## config.mk

```make
export PLATFORM = sky130hd
export DESIGN_NAME = positional_list_engine_core
export DESIGN_NICKNAME = d
export VERILOG_FILES = /design/src/ple_pkg.sv /design/src/positional_list_engine_core.sv /design/src/ple_ctrl.sv /design/src/ple_datapath.sv
export SDC_FILE = /design/constraint.sdc
export NUM_CORES = 2
export LEC_CHECK = 0
export ABC_AREA = 1
export BUFFER_PORTS_ARGS = -buffer_cell sky130_fd_sc_hd__buf_2
export CORE_ASPECT_RATIO = 1.75
export CORE_MARGIN = 2
export CORE_UTILIZATION = 40
export DETAILED_ROUTE_END_ITERATION = 10
export PLACE_DENSITY_LB_ADDON = 0.05
export SLEW_MARGIN = 20
export SYNTH_ARGS = -nofsm -noshare
export SYNTH_HDL_FRONTEND = slang
export SYNTH_SLANG_ARGS = --single-unit
```

## constraint.sdc

```tcl
create_clock -name clock -period 10.5 [get_ports clock]
set_clock_uncertainty 0.2 [all_clocks]
set_input_delay 1.575 -clock clock [delete_from_list [all_inputs] [get_ports clock]]
set_output_delay 1.575 -clock clock [all_outputs]
set_load 0.03 [all_outputs]
```

## src/ple_pkg.sv

```systemverilog
// shared types, codes and sizes for the positional list engine
`timescale 1ns / 1ps
package ple_pkg;

   localparam int CAPACITY = 64;
   localparam int ADDR_W   = $clog2(CAPACITY);
   localparam int CNT_W    = 7;
   localparam int POS_W    = 7;
   localparam int VAL_W    = 32;
   localparam int IDX_W    = 8;

   localparam logic [IDX_W-1:0] NO_INDEX = {IDX_W{1'b1}};

   typedef enum logic [2:0] {
      REQ_APPEND       = 3'd0,
      REQ_INSERT       = 3'd1,
      REQ_REMOVE_AT    = 3'd2,
      REQ_REMOVE_MATCH = 3'd3,
      REQ_GET          = 3'd4,
      REQ_SET          = 3'd5,
      REQ_FIND         = 3'd6,
      REQ_CLEAR        = 3'd7
   } req_type_type;

   typedef enum logic [1:0] {
      ST_DONE = 2'd0,
      ST_MISS = 2'd1,
      ST_FULL = 2'd2
   } status_type;

   typedef enum logic [1:0] {
      WALK_NONE = 2'd0,
      WALK_SCAN = 2'd1,
      WALK_DOWN = 2'd2,
      WALK_UP   = 2'd3
   } walk_type;

   typedef struct packed {
      logic     load;
      walk_type walk;
      logic     scan_go;
      logic     dn_go;
      logic     dn_from_lag;
      logic     up_go;
      logic     read_pos;
      logic     capture;
      logic     write_val;
      logic     cnt_inc;
      logic     cnt_dec;
      logic     cnt_clr;
      logic     set_miss;
      logic     set_full;
      logic     set_idx;
      logic     finish;
   } ple_cmd_type;

   typedef struct packed {
      req_type_type op;
      logic         full;
      logic         pos_le_cnt;
      logic         pos_lt_cnt;
      logic         hit;
      logic         fwd_more;
      logic         up_more;
      logic         rd_vld;
   } ple_stat_type;

endpackage

```

## src/positional_list_engine_core.sv

```systemverilog
// top level of the positional list engine
`timescale 1ns / 1ps
// An ordered list of up to 64 signed 32-bit words with append, insert, remove at a
// position, remove first match, get, set, find and clear. A request word is taken
// when start is high and busy is low; exactly one result word follows, shown for one
// cycle with rsp_strobe, and cannot be held off by the receiver. Busy falls in the
// cycle the result appears, so the next request may be taken then. Set, clear and
// every refused request go straight to the result; get reads the word at the
// position; append, or insert, moves the entries from the end down to the position
// up by one and then writes the new word; remove at a position moves the entries
// above it down by one; find scans from the start to the first match; and remove
// first match scans to the match and then moves the entries above it down. The
// list sits in a memory with one read and one write port, and scans and shifts move
// one entry per cycle, overlapped with the read latency.
module positional_list_engine_core import ple_pkg::*; (
   input  logic                    clock,
   input  logic                    reset,
   input  logic                    start,
   output logic                    busy,
   input  logic [2:0]              req_type,
   input  logic [POS_W-1:0]        req_position,
   input  logic signed [VAL_W-1:0] req_item_value,
   output logic                    rsp_strobe,
   output logic signed [VAL_W-1:0] rsp_result_value,
   output logic signed [IDX_W-1:0] rsp_result_index,
   output logic [1:0]              rsp_status,
   output logic [CNT_W-1:0]        rsp_list_count
);

   ple_cmd_type  cmd;
   ple_stat_type stat;

   ple_ctrl u_ctrl (
      .clock (clock),
      .reset (reset),
      .start (start),
      .stat  (stat),
      .busy  (busy),
      .cmd   (cmd)
   );

   ple_datapath u_datapath (
      .clock            (clock),
      .reset            (reset),
      .cmd              (cmd),
      .stat             (stat),
      .req_type         (req_type),
      .req_position     (req_position),
      .req_item_value   (req_item_value),
      .rsp_strobe       (rsp_strobe),
      .rsp_result_value (rsp_result_value),
      .rsp_result_index (rsp_result_index),
      .rsp_status       (rsp_status),
      .rsp_list_count   (rsp_list_count)
   );

endmodule

```

## src/ple_ctrl.sv

```systemverilog
// request sequencer for the positional list engine
`timescale 1ns / 1ps
module ple_ctrl import ple_pkg::*; (
   input  logic         clock,
   input  logic         reset,
   input  logic         start,
   input  ple_stat_type stat,
   output logic         busy,
   output ple_cmd_type  cmd
);

   typedef enum logic [6:0] {
      S_IDLE     = 7'b0000001,
      S_CHECK    = 7'b0000010,
      S_SCAN     = 7'b0000100,
      S_SHIFT_DN = 7'b0001000,
      S_SHIFT_UP = 7'b0010000,
      S_GETW     = 7'b0100000,
      S_DONE     = 7'b1000000
   } state_type;

   state_type state_ff, state_in;

   always_comb begin
      state_in = state_ff;
      cmd      = '0;
      cmd.walk = WALK_NONE;
      case (state_ff)
         S_IDLE: begin
            if (start) begin
               cmd.load = 1'b1;
               state_in = S_CHECK;
            end
         end
         S_CHECK: begin
            state_in = S_DONE;
            case (stat.op)
               REQ_APPEND, REQ_INSERT: begin
                  if (!stat.pos_le_cnt) begin
                     cmd.set_miss = 1'b1;
                  end else if (stat.full) begin
                     cmd.set_full = 1'b1;
                  end else begin
                     cmd.up_go = 1'b1;
                     state_in  = S_SHIFT_UP;
                  end
               end
               REQ_REMOVE_AT: begin
                  if (stat.pos_lt_cnt) begin
                     cmd.dn_go = 1'b1;
                     state_in  = S_SHIFT_DN;
                  end else begin
                     cmd.set_miss = 1'b1;
                  end
               end
               REQ_REMOVE_MATCH, REQ_FIND: begin
                  cmd.scan_go = 1'b1;
                  state_in    = S_SCAN;
               end
               REQ_GET: begin
                  if (stat.pos_lt_cnt) begin
                     cmd.read_pos = 1'b1;
                     state_in     = S_GETW;
                  end else begin
                     cmd.set_miss = 1'b1;
                  end
               end
               REQ_SET: begin
                  if (stat.pos_lt_cnt) begin
                     cmd.write_val = 1'b1;
                  end else begin
                     cmd.set_miss = 1'b1;
                  end
               end
               default: begin
                  cmd.cnt_clr = 1'b1;
               end
            endcase
         end
         S_SCAN: begin
            if (stat.hit) begin
               if (stat.op == REQ_FIND) begin
                  cmd.set_idx = 1'b1;
                  state_in    = S_DONE;
               end else begin
                  cmd.dn_from_lag = 1'b1;
                  state_in        = S_SHIFT_DN;
               end
            end else begin
               cmd.walk = WALK_SCAN;
               if (!stat.fwd_more && !stat.rd_vld) begin
                  cmd.set_miss = 1'b1;
                  state_in     = S_DONE;
               end
            end
         end
         S_SHIFT_DN: begin
            cmd.walk = WALK_DOWN;
            if (!stat.fwd_more && !stat.rd_vld) begin
               cmd.cnt_dec = 1'b1;
               state_in    = S_DONE;
            end
         end
         S_SHIFT_UP: begin
            cmd.walk = WALK_UP;
            if (!stat.up_more && !stat.rd_vld) begin
               cmd.write_val = 1'b1;
               cmd.cnt_inc   = 1'b1;
               state_in      = S_DONE;
            end
         end
         S_GETW: begin
            cmd.capture = 1'b1;
            state_in    = S_DONE;
         end
         S_DONE: begin
            cmd.finish = 1'b1;
            state_in   = S_IDLE;
         end
         default: begin
            state_in = S_IDLE;
         end
      endcase
   end

   always_ff @(posedge clock) begin
      if (reset) begin
         state_ff <= S_IDLE;
      end else begin
         state_ff <= state_in;
      end
   end

   assign busy = (state_ff != S_IDLE);

endmodule

```

## src/ple_datapath.sv

```systemverilog
// list storage, walk pointers, count and result registers
`timescale 1ns / 1ps
module ple_datapath import ple_pkg::*; (
   input  logic                    clock,
   input  logic                    reset,
   input  ple_cmd_type             cmd,
   output ple_stat_type            stat,
   input  logic [2:0]              req_type,
   input  logic [POS_W-1:0]        req_position,
   input  logic signed [VAL_W-1:0] req_item_value,
   output logic                    rsp_strobe,
   output logic signed [VAL_W-1:0] rsp_result_value,
   output logic signed [IDX_W-1:0] rsp_result_index,
   output logic [1:0]              rsp_status,
   output logic [CNT_W-1:0]        rsp_list_count
);

   logic [VAL_W-1:0]  mem [CAPACITY];
   logic [VAL_W-1:0]  rdata_ff;

   req_type_type      op_ff;
   logic [POS_W-1:0]  pos_ff, pos_in;
   logic [VAL_W-1:0]  val_ff;
   logic [CNT_W-1:0]  count_ff, count_in;
   logic [CNT_W-1:0]  ptr_ff, ptr_in;
   logic [ADDR_W-1:0] left_ff, left_in;
   logic [ADDR_W-1:0] lag_ff;
   logic              rd_vld_ff;
   logic [VAL_W-1:0]  rval_ff, rval_in;
   logic [IDX_W-1:0]  ridx_ff, ridx_in;
   status_type        status_ff, status_in;

   logic              rsp_strobe_ff;
   logic [VAL_W-1:0]  rsp_value_ff;
   logic [IDX_W-1:0]  rsp_index_ff;
   status_type        rsp_status_ff;
   logic [CNT_W-1:0]  rsp_count_ff;

   logic              issue;
   logic              rd_en;
   logic [ADDR_W-1:0] rd_addr;
   logic              wr_en;
   logic [ADDR_W-1:0] wr_addr;
   logic [VAL_W-1:0]  wr_data;
   logic              fwd_more;
   logic              up_more;
   logic              dn_keep;

   assign fwd_more = (ptr_ff < count_ff);
   assign up_more  = (left_ff != '0);
   assign dn_keep  = rd_vld_ff && (lag_ff == pos_ff[ADDR_W-1:0]);

   always_comb begin
      case (cmd.walk)
         WALK_SCAN, WALK_DOWN: issue = fwd_more;
         WALK_UP:              issue = up_more;
         default:              issue = 1'b0;
      endcase
   end

   assign rd_en   = issue || cmd.read_pos;
   assign rd_addr = cmd.read_pos ? pos_ff[ADDR_W-1:0] : ptr_ff[ADDR_W-1:0];

   // effective position is fixed when the word is taken; remove first match later sets it to the match
   always_comb begin
      case (req_type_type'(req_type))
         REQ_APPEND:    pos_in = POS_W'(count_ff);
         REQ_INSERT:    pos_in = (count_ff == '0) ? '0 : req_position;
         REQ_REMOVE_AT: pos_in = (count_ff == CNT_W'(1)) ? '0 : req_position;
         default:       pos_in = req_position;
      endcase
   end

   always_comb begin
      wr_en   = 1'b0;
      wr_addr = pos_ff[ADDR_W-1:0];
      wr_data = val_ff;
      if (cmd.write_val) begin
         wr_en = 1'b1;
      end else if (cmd.walk == WALK_DOWN && rd_vld_ff && !dn_keep) begin
         wr_en   = 1'b1;
         wr_addr = lag_ff - ADDR_W'(1);
         wr_data = rdata_ff;
      end else if (cmd.walk == WALK_UP && rd_vld_ff) begin
         wr_en   = 1'b1;
         wr_addr = lag_ff + ADDR_W'(1);
         wr_data = rdata_ff;
      end
   end

   always_ff @(posedge clock) begin
      if (wr_en) begin
         mem[wr_addr] <= wr_data;
      end
      if (rd_en) begin
         rdata_ff <= mem[rd_addr];
      end
   end

   always_comb begin
      ptr_in  = ptr_ff;
      left_in = left_ff;
      if (cmd.scan_go) begin
         ptr_in = '0;
      end else if (cmd.dn_go) begin
         ptr_in = CNT_W'(pos_ff);
      end else if (cmd.dn_from_lag) begin
         ptr_in = CNT_W'(lag_ff);
      end else if (cmd.up_go) begin
         ptr_in  = count_ff - CNT_W'(1);
         left_in = ADDR_W'(count_ff - CNT_W'(pos_ff));
      end else if (issue) begin
         if (cmd.walk == WALK_UP) begin
            ptr_in  = ptr_ff - CNT_W'(1);
            left_in = left_ff - ADDR_W'(1);
         end else begin
            ptr_in = ptr_ff + CNT_W'(1);
         end
      end
   end

   always_comb begin
      count_in = count_ff;
      if (cmd.cnt_clr) begin
         count_in = '0;
      end else if (cmd.cnt_inc) begin
         count_in = count_ff + CNT_W'(1);
      end else if (cmd.cnt_dec) begin
         count_in = count_ff - CNT_W'(1);
      end
   end

   always_comb begin
      rval_in   = rval_ff;
      ridx_in   = ridx_ff;
      status_in = status_ff;
      if (cmd.load) begin
         rval_in   = '0;
         ridx_in   = NO_INDEX;
         status_in = ST_DONE;
      end else begin
         if (cmd.capture || (cmd.walk == WALK_DOWN && dn_keep)) begin
            rval_in = rdata_ff;
         end
         if (cmd.set_idx) begin
            ridx_in = IDX_W'(lag_ff);
         end
         if (cmd.set_miss) begin
            status_in = ST_MISS;
         end else if (cmd.set_full) begin
            status_in = ST_FULL;
         end
      end
   end

   always_ff @(posedge clock) begin
      if (reset) begin
         count_ff      <= '0;
         rd_vld_ff     <= 1'b0;
         rsp_strobe_ff <= 1'b0;
      end else begin
         count_ff      <= count_in;
         rd_vld_ff     <= rd_en;
         rsp_strobe_ff <= cmd.finish;
      end
   end

   always_ff @(posedge clock) begin
      ptr_ff    <= ptr_in;
      left_ff   <= left_in;
      rval_ff   <= rval_in;
      ridx_ff   <= ridx_in;
      status_ff <= status_in;
      if (rd_en) begin
         lag_ff <= rd_addr;
      end
      if (cmd.load) begin
         op_ff  <= req_type_type'(req_type);
         pos_ff <= pos_in;
         val_ff <= req_item_value;
      end else if (cmd.dn_from_lag) begin
         pos_ff <= POS_W'(lag_ff);
      end
      if (cmd.finish) begin
         rsp_value_ff  <= rval_ff;
         rsp_index_ff  <= ridx_ff;
         rsp_status_ff <= status_ff;
         rsp_count_ff  <= count_ff;
      end
   end

   assign stat.op         = op_ff;
   assign stat.full       = (count_ff >= CNT_W'(CAPACITY));
   assign stat.pos_le_cnt = (CNT_W'(pos_ff) <= count_ff);
   assign stat.pos_lt_cnt = (CNT_W'(pos_ff) < count_ff);
   assign stat.hit        = rd_vld_ff && (rdata_ff == val_ff);
   assign stat.fwd_more   = fwd_more;
   assign stat.up_more    = up_more;
   assign stat.rd_vld     = rd_vld_ff;

   assign rsp_strobe       = rsp_strobe_ff;
   assign rsp_result_value = rsp_value_ff;
   assign rsp_result_index = rsp_index_ff;
   assign rsp_status       = rsp_status_ff;
   assign rsp_list_count   = rsp_count_ff;

`ifndef SYNTH
   a_one_word_gap: assert property (@(posedge clock) disable iff (reset)
      rsp_strobe_ff |=> !rsp_strobe_ff)
      else $error("two result words back to back");

   a_full_count: assert property (@(posedge clock) disable iff (reset)
      (rsp_strobe_ff && rsp_status_ff == ST_FULL) |-> (rsp_count_ff == CNT_W'(CAPACITY)))
      else $error("full status with list not full");

   a_index_done: assert property (@(posedge clock) disable iff (reset)
      (rsp_strobe_ff && rsp_index_ff != NO_INDEX) |-> (rsp_status_ff == ST_DONE))
      else $error("index given on a failed request");

   a_miss_zero: assert property (@(posedge clock) disable iff (reset)
      (rsp_strobe_ff && rsp_status_ff == ST_MISS) |-> (rsp_value_ff == '0))
      else $error("value given on a failed request");
`endif

endmodule
```

==> metrics.md <==
| Metric | Value |
|---|---|
| PD cells | `250 nW/um^2` |
| Critical Path Stages | `15` |
| Average wire per standard cell | `25.1 microns` |
| Largest delay share family, worst path | `simple AND/OR/NAND/NOR gates` |
| Final instance area | `111000 sq um` |
| CTS tree | `built` |
| Post-layout minimum cycle time | `6260 ps` |
| Detailed-route vias per instance | `5.20` |
| GRT Total Usage | `25.6%` |
| Max-cap check violation count | `0` |
| Outcome | `finished, final reports clean` |
| Clock buffer depth | `4` |
| Port buffer count | `95` |
| Cells after Synth | `9598` |
| Die Y | `663 microns` |
| Buf+Inv Stages, Crit Path | `2` |
| Initial antenna violation count | `8` |
| Post-Syn Area | `99300 sq um` |
| Synthesized flop and latch total | `2246` |
| Remaining Overflow, GRT | `0` |
| Worst path most repeated cell | `nand2_1` |
| Synth area leader | `edfxtp_1` |
| Setup TNS | `0 ps` |
| Fin crit share | `59.7%` |
| Seq/Total Area, Yosys | `67.3%` |
| P&R area growth vs syn | `11.7%` |
| Hold buffers post-CTS | `0` |
| Share of cells above drive strength 1 | `7.08%` |
| Setup Buffers After CTS | `0` |
| Setup crit start kind | `flop` |
| Crit path DAT | `6600 ps` |
| Full die area | `252000 sq um` |
| Top_reg_cell synth | `edfxtp_1` |
| # nets final | `9648` |
| Syn_nets | `9678` |
| Clock sink count | `2246` |
| Die width | `381 microns` |
| Final ANT Viol Nets | `0` |
| Fmax | `0.160 GHz` |
| Number of global-route vias before repair | `65565` |
| Clock Latency Late Sink | `890 ps` |
| Root buffer cell | `clkbuf_16` |
| Largest net degree at the start of global routing | `165` |
| First DRT Iteration DRCs | `5627` |
| Final hold violation count | `0` |
| Top cell type's share of synthesized area | `66.0%` |
| Cell Area, Placed | `104000 sq um` |
| Final Core Density | `44.8%` |
| HPWL Detailed | `181 mm` |
| Synth top area cells | `edfxtp_1 (66%), nand3_1 (11%), nand2_1 (8.2%)` |
| Post-Route WL | `328 mm` |
| Synth Warn # | `0` |
| Via Count | `67734` |
| CP max-delay cell | `nand3_1` |
| I/O pin total | `96` |
| DRC Markers | `0` |
| Hold Path Depth | `0` |
| R2R Path Start | `u_datapath.rdata_ff[2]` |
| Clk slew on worst S/H paths | `60 ps` |
| Core area | `248000 sq um` |
| R2r worst-path depth | `15` |
| Mean post-synth cell area | `10.3 sq um` |
| Worst-margin pin slew | `1020 ps` |
| Critical Path, Cell by Cell | `xnor2_1 -> nand4_1 -> nor3_1 -> nand3b_1 -> nand2_1 -> nand2_1 -> ha_1 -> nand2_1 -> inv_1 -> o21ai_0 -> nor2_1 -> o22ai_1 -> nand3_1 -> nor2_4 -> buf_4` |
| CTS H-tree lvls | `4` |
| FFs w/ async S/R, synth | `0%` |
| Number of library cell types mapped by synthesis | `49` |
| Maximum vdd drop | `0.271 mV` |
| Initial Util | `40.1%` |
| Critical path endpoint category | `flop` |
| TritonRoute pass-1 iters | `6` |
| Slew headroom | `31.8%` |
| First-pass GRT wire length | `472 mm` |
| Final slew viol count | `0` |
| Hold path start | `u_datapath.rval_ff[19]` |
| Number of enable flip-flop cells after synthesis | `2182` |
| Post-Place Setup Slack | `4200 ps` |
| Num CTS Buffers | `217` |
| Final worst slack | `4240 ps` |
| Critical path startpoint | `u_datapath.rdata_ff[2]` |
| Core Rows | `242` |
| Setup CP Type | `reg -> reg` |
| CP Max Fanout | `17` |
| Lkg Pwr | `45.8 nW` |
| Unrepaired setup endpoints after global routing | `false` |
| Final GP Congestion | `0.904` |
| Worst stage delay on the critical path | `830 ps` |
| CP Data Required Time | `10840 ps` |
| Cts repair resizes | `0` |
| Setup violations, final | `0` |
| Worst min path class | `reg -> reg` |
## final timing paths
| check | end | slack [ps] |
|---|---|---|
| setup / recovery | u_datapath.mem[35][15] | 4240 |
| hold / removal | u_datapath.rsp_result_value[19] | 220 |
| setup reg to reg | u_datapath.mem[35][15] | 4240 |
| hold reg to reg | u_datapath.rsp_result_value[19] | 220 |
## power breakdown
group          leakage (nW)  switching, mW  internal [mW]  total [mW]
Combinational          22.2           7.23           2.13        9.36
Clock                  3.32           3.49           4.31        7.80
Sequential             20.2         0.0739           10.5        10.5
## cell usage in the layout, fill, tap and decap left out, drive strengths merged, types with 56 or more instances in the layout
cell / Yosys / routed
edfxtp: 2182 / 2182
o21ai: 83 / 83
a21oi: 56 / 56
buf: 378 / 257
nand2: 2161 / 2161
nor2: 168 / 168
dfxtp: 64 / 64
clkinv: 2 / 90
inv: 1884 / 1891
nand3: 2120 / 2120
clkbuf: 128 / 269
nand3b: 194 / 194
## cell families (layout without fill, tap and decap cells)
group,count (synthesis),after routing,share of synthesized area [%]
AOI/OAI and AO/OA,176,176,1.01
xor gates and xnor gates,38,38,0.335
adders and majority gates,35,35,0.456
buffers and inverters,2392,2531,9.53
DFF,2246,2246,67.3
muxes,3,3,0.0302
other,0,4,0
and+or+nand+nor,4708,4708,21.4
## routing by layer
layer / global-route usage (%) / up-vias / share of wire (%)
li1: - / 31482 / -
met1: 31.6 / 33826 / 40
met2: 46.1 / 1892 / 52
met3: 2.60 / 530 / 4.5
met4: 9.00 / 4 / 3.7
met5: 0 / - / 0.010
## sequential cells by signal, indices dropped and copies added, names as in the netlist, 2 cells and up
signal	flops
u_ctrl.state_ff	7
u_datapath.count_ff	7
u_datapath.lag_ff	6
u_datapath.left_ff	6
u_datapath.mem	2048
u_datapath.op_ff	3
u_datapath.pos_ff	7
u_datapath.ptr_ff	7
u_datapath.rdata_ff	32
u_datapath.ridx_ff	7
u_datapath.rsp_list_count	7
u_datapath.rsp_result_index	7
u_datapath.rsp_result_value	32
u_datapath.rsp_status	2
u_datapath.rval_ff	32
u_datapath.status_ff	2
u_datapath.val_ff	32
## synthesized netlist by cell type (2+ instances only)
master / number
clkinv_1: 2
fa_1: 2
buf_1: 36
inv_1: 1877
nand3b_1: 194
inv_2: 7
nand2_2: 4
nor2_1: 164
a31oi_1: 5
nor2_2: 2
o22ai_1: 6
o211ai_1: 7
edfxtp_1: 2182
nand4_1: 30
clkbuf_1: 128
a22oi_1: 6
nor3_1: 18
a21oi_1: 54
buf_6: 5
nand3_2: 2
buf_4: 10
nand3_1: 2118
or2_2: 5
nor2_4: 2
o21ai_0: 80
mux2i_1: 3
a211oi_1: 5
o31ai_1: 2
dfxtp_1: 64
nor4_1: 8
nand2_1: 2157
o21ai_4: 2
xnor2_1: 12
xor2_1: 26
ha_1: 33
buf_2: 327
## final cells by class
class,instances,area (sq um)
Inverter,1886,7090
Antenna cell,4,10.0
Timing Repair Buffer,257,2140
Sequential cell,2246,66800
Clock buffer,269,5780
Tap cell,3294,4120
Fill cell,23335,137000
Multi-Input combinational cell,4960,24000
Clock inverter,119,1000
## through the flow
| stage | hold WS (ps) | instances | power (mW) |
|---|---|---|---|
| 2_1_floorplan | 203 | 9598 | 16.1 |
| 3_3_place_gp | 210 | 12632 | 20.1 |
| 3_5_place_dp | 209 | 12643 | 20.2 |
| 4_1_cts | 225 | 13031 | 28.0 |
| 5_1_grt | 238 | 13032 | 28.9 |
| 6_report | 224 | 13035 | 27.7 |
No activity file was read; power rests on OpenSTA's default activity.
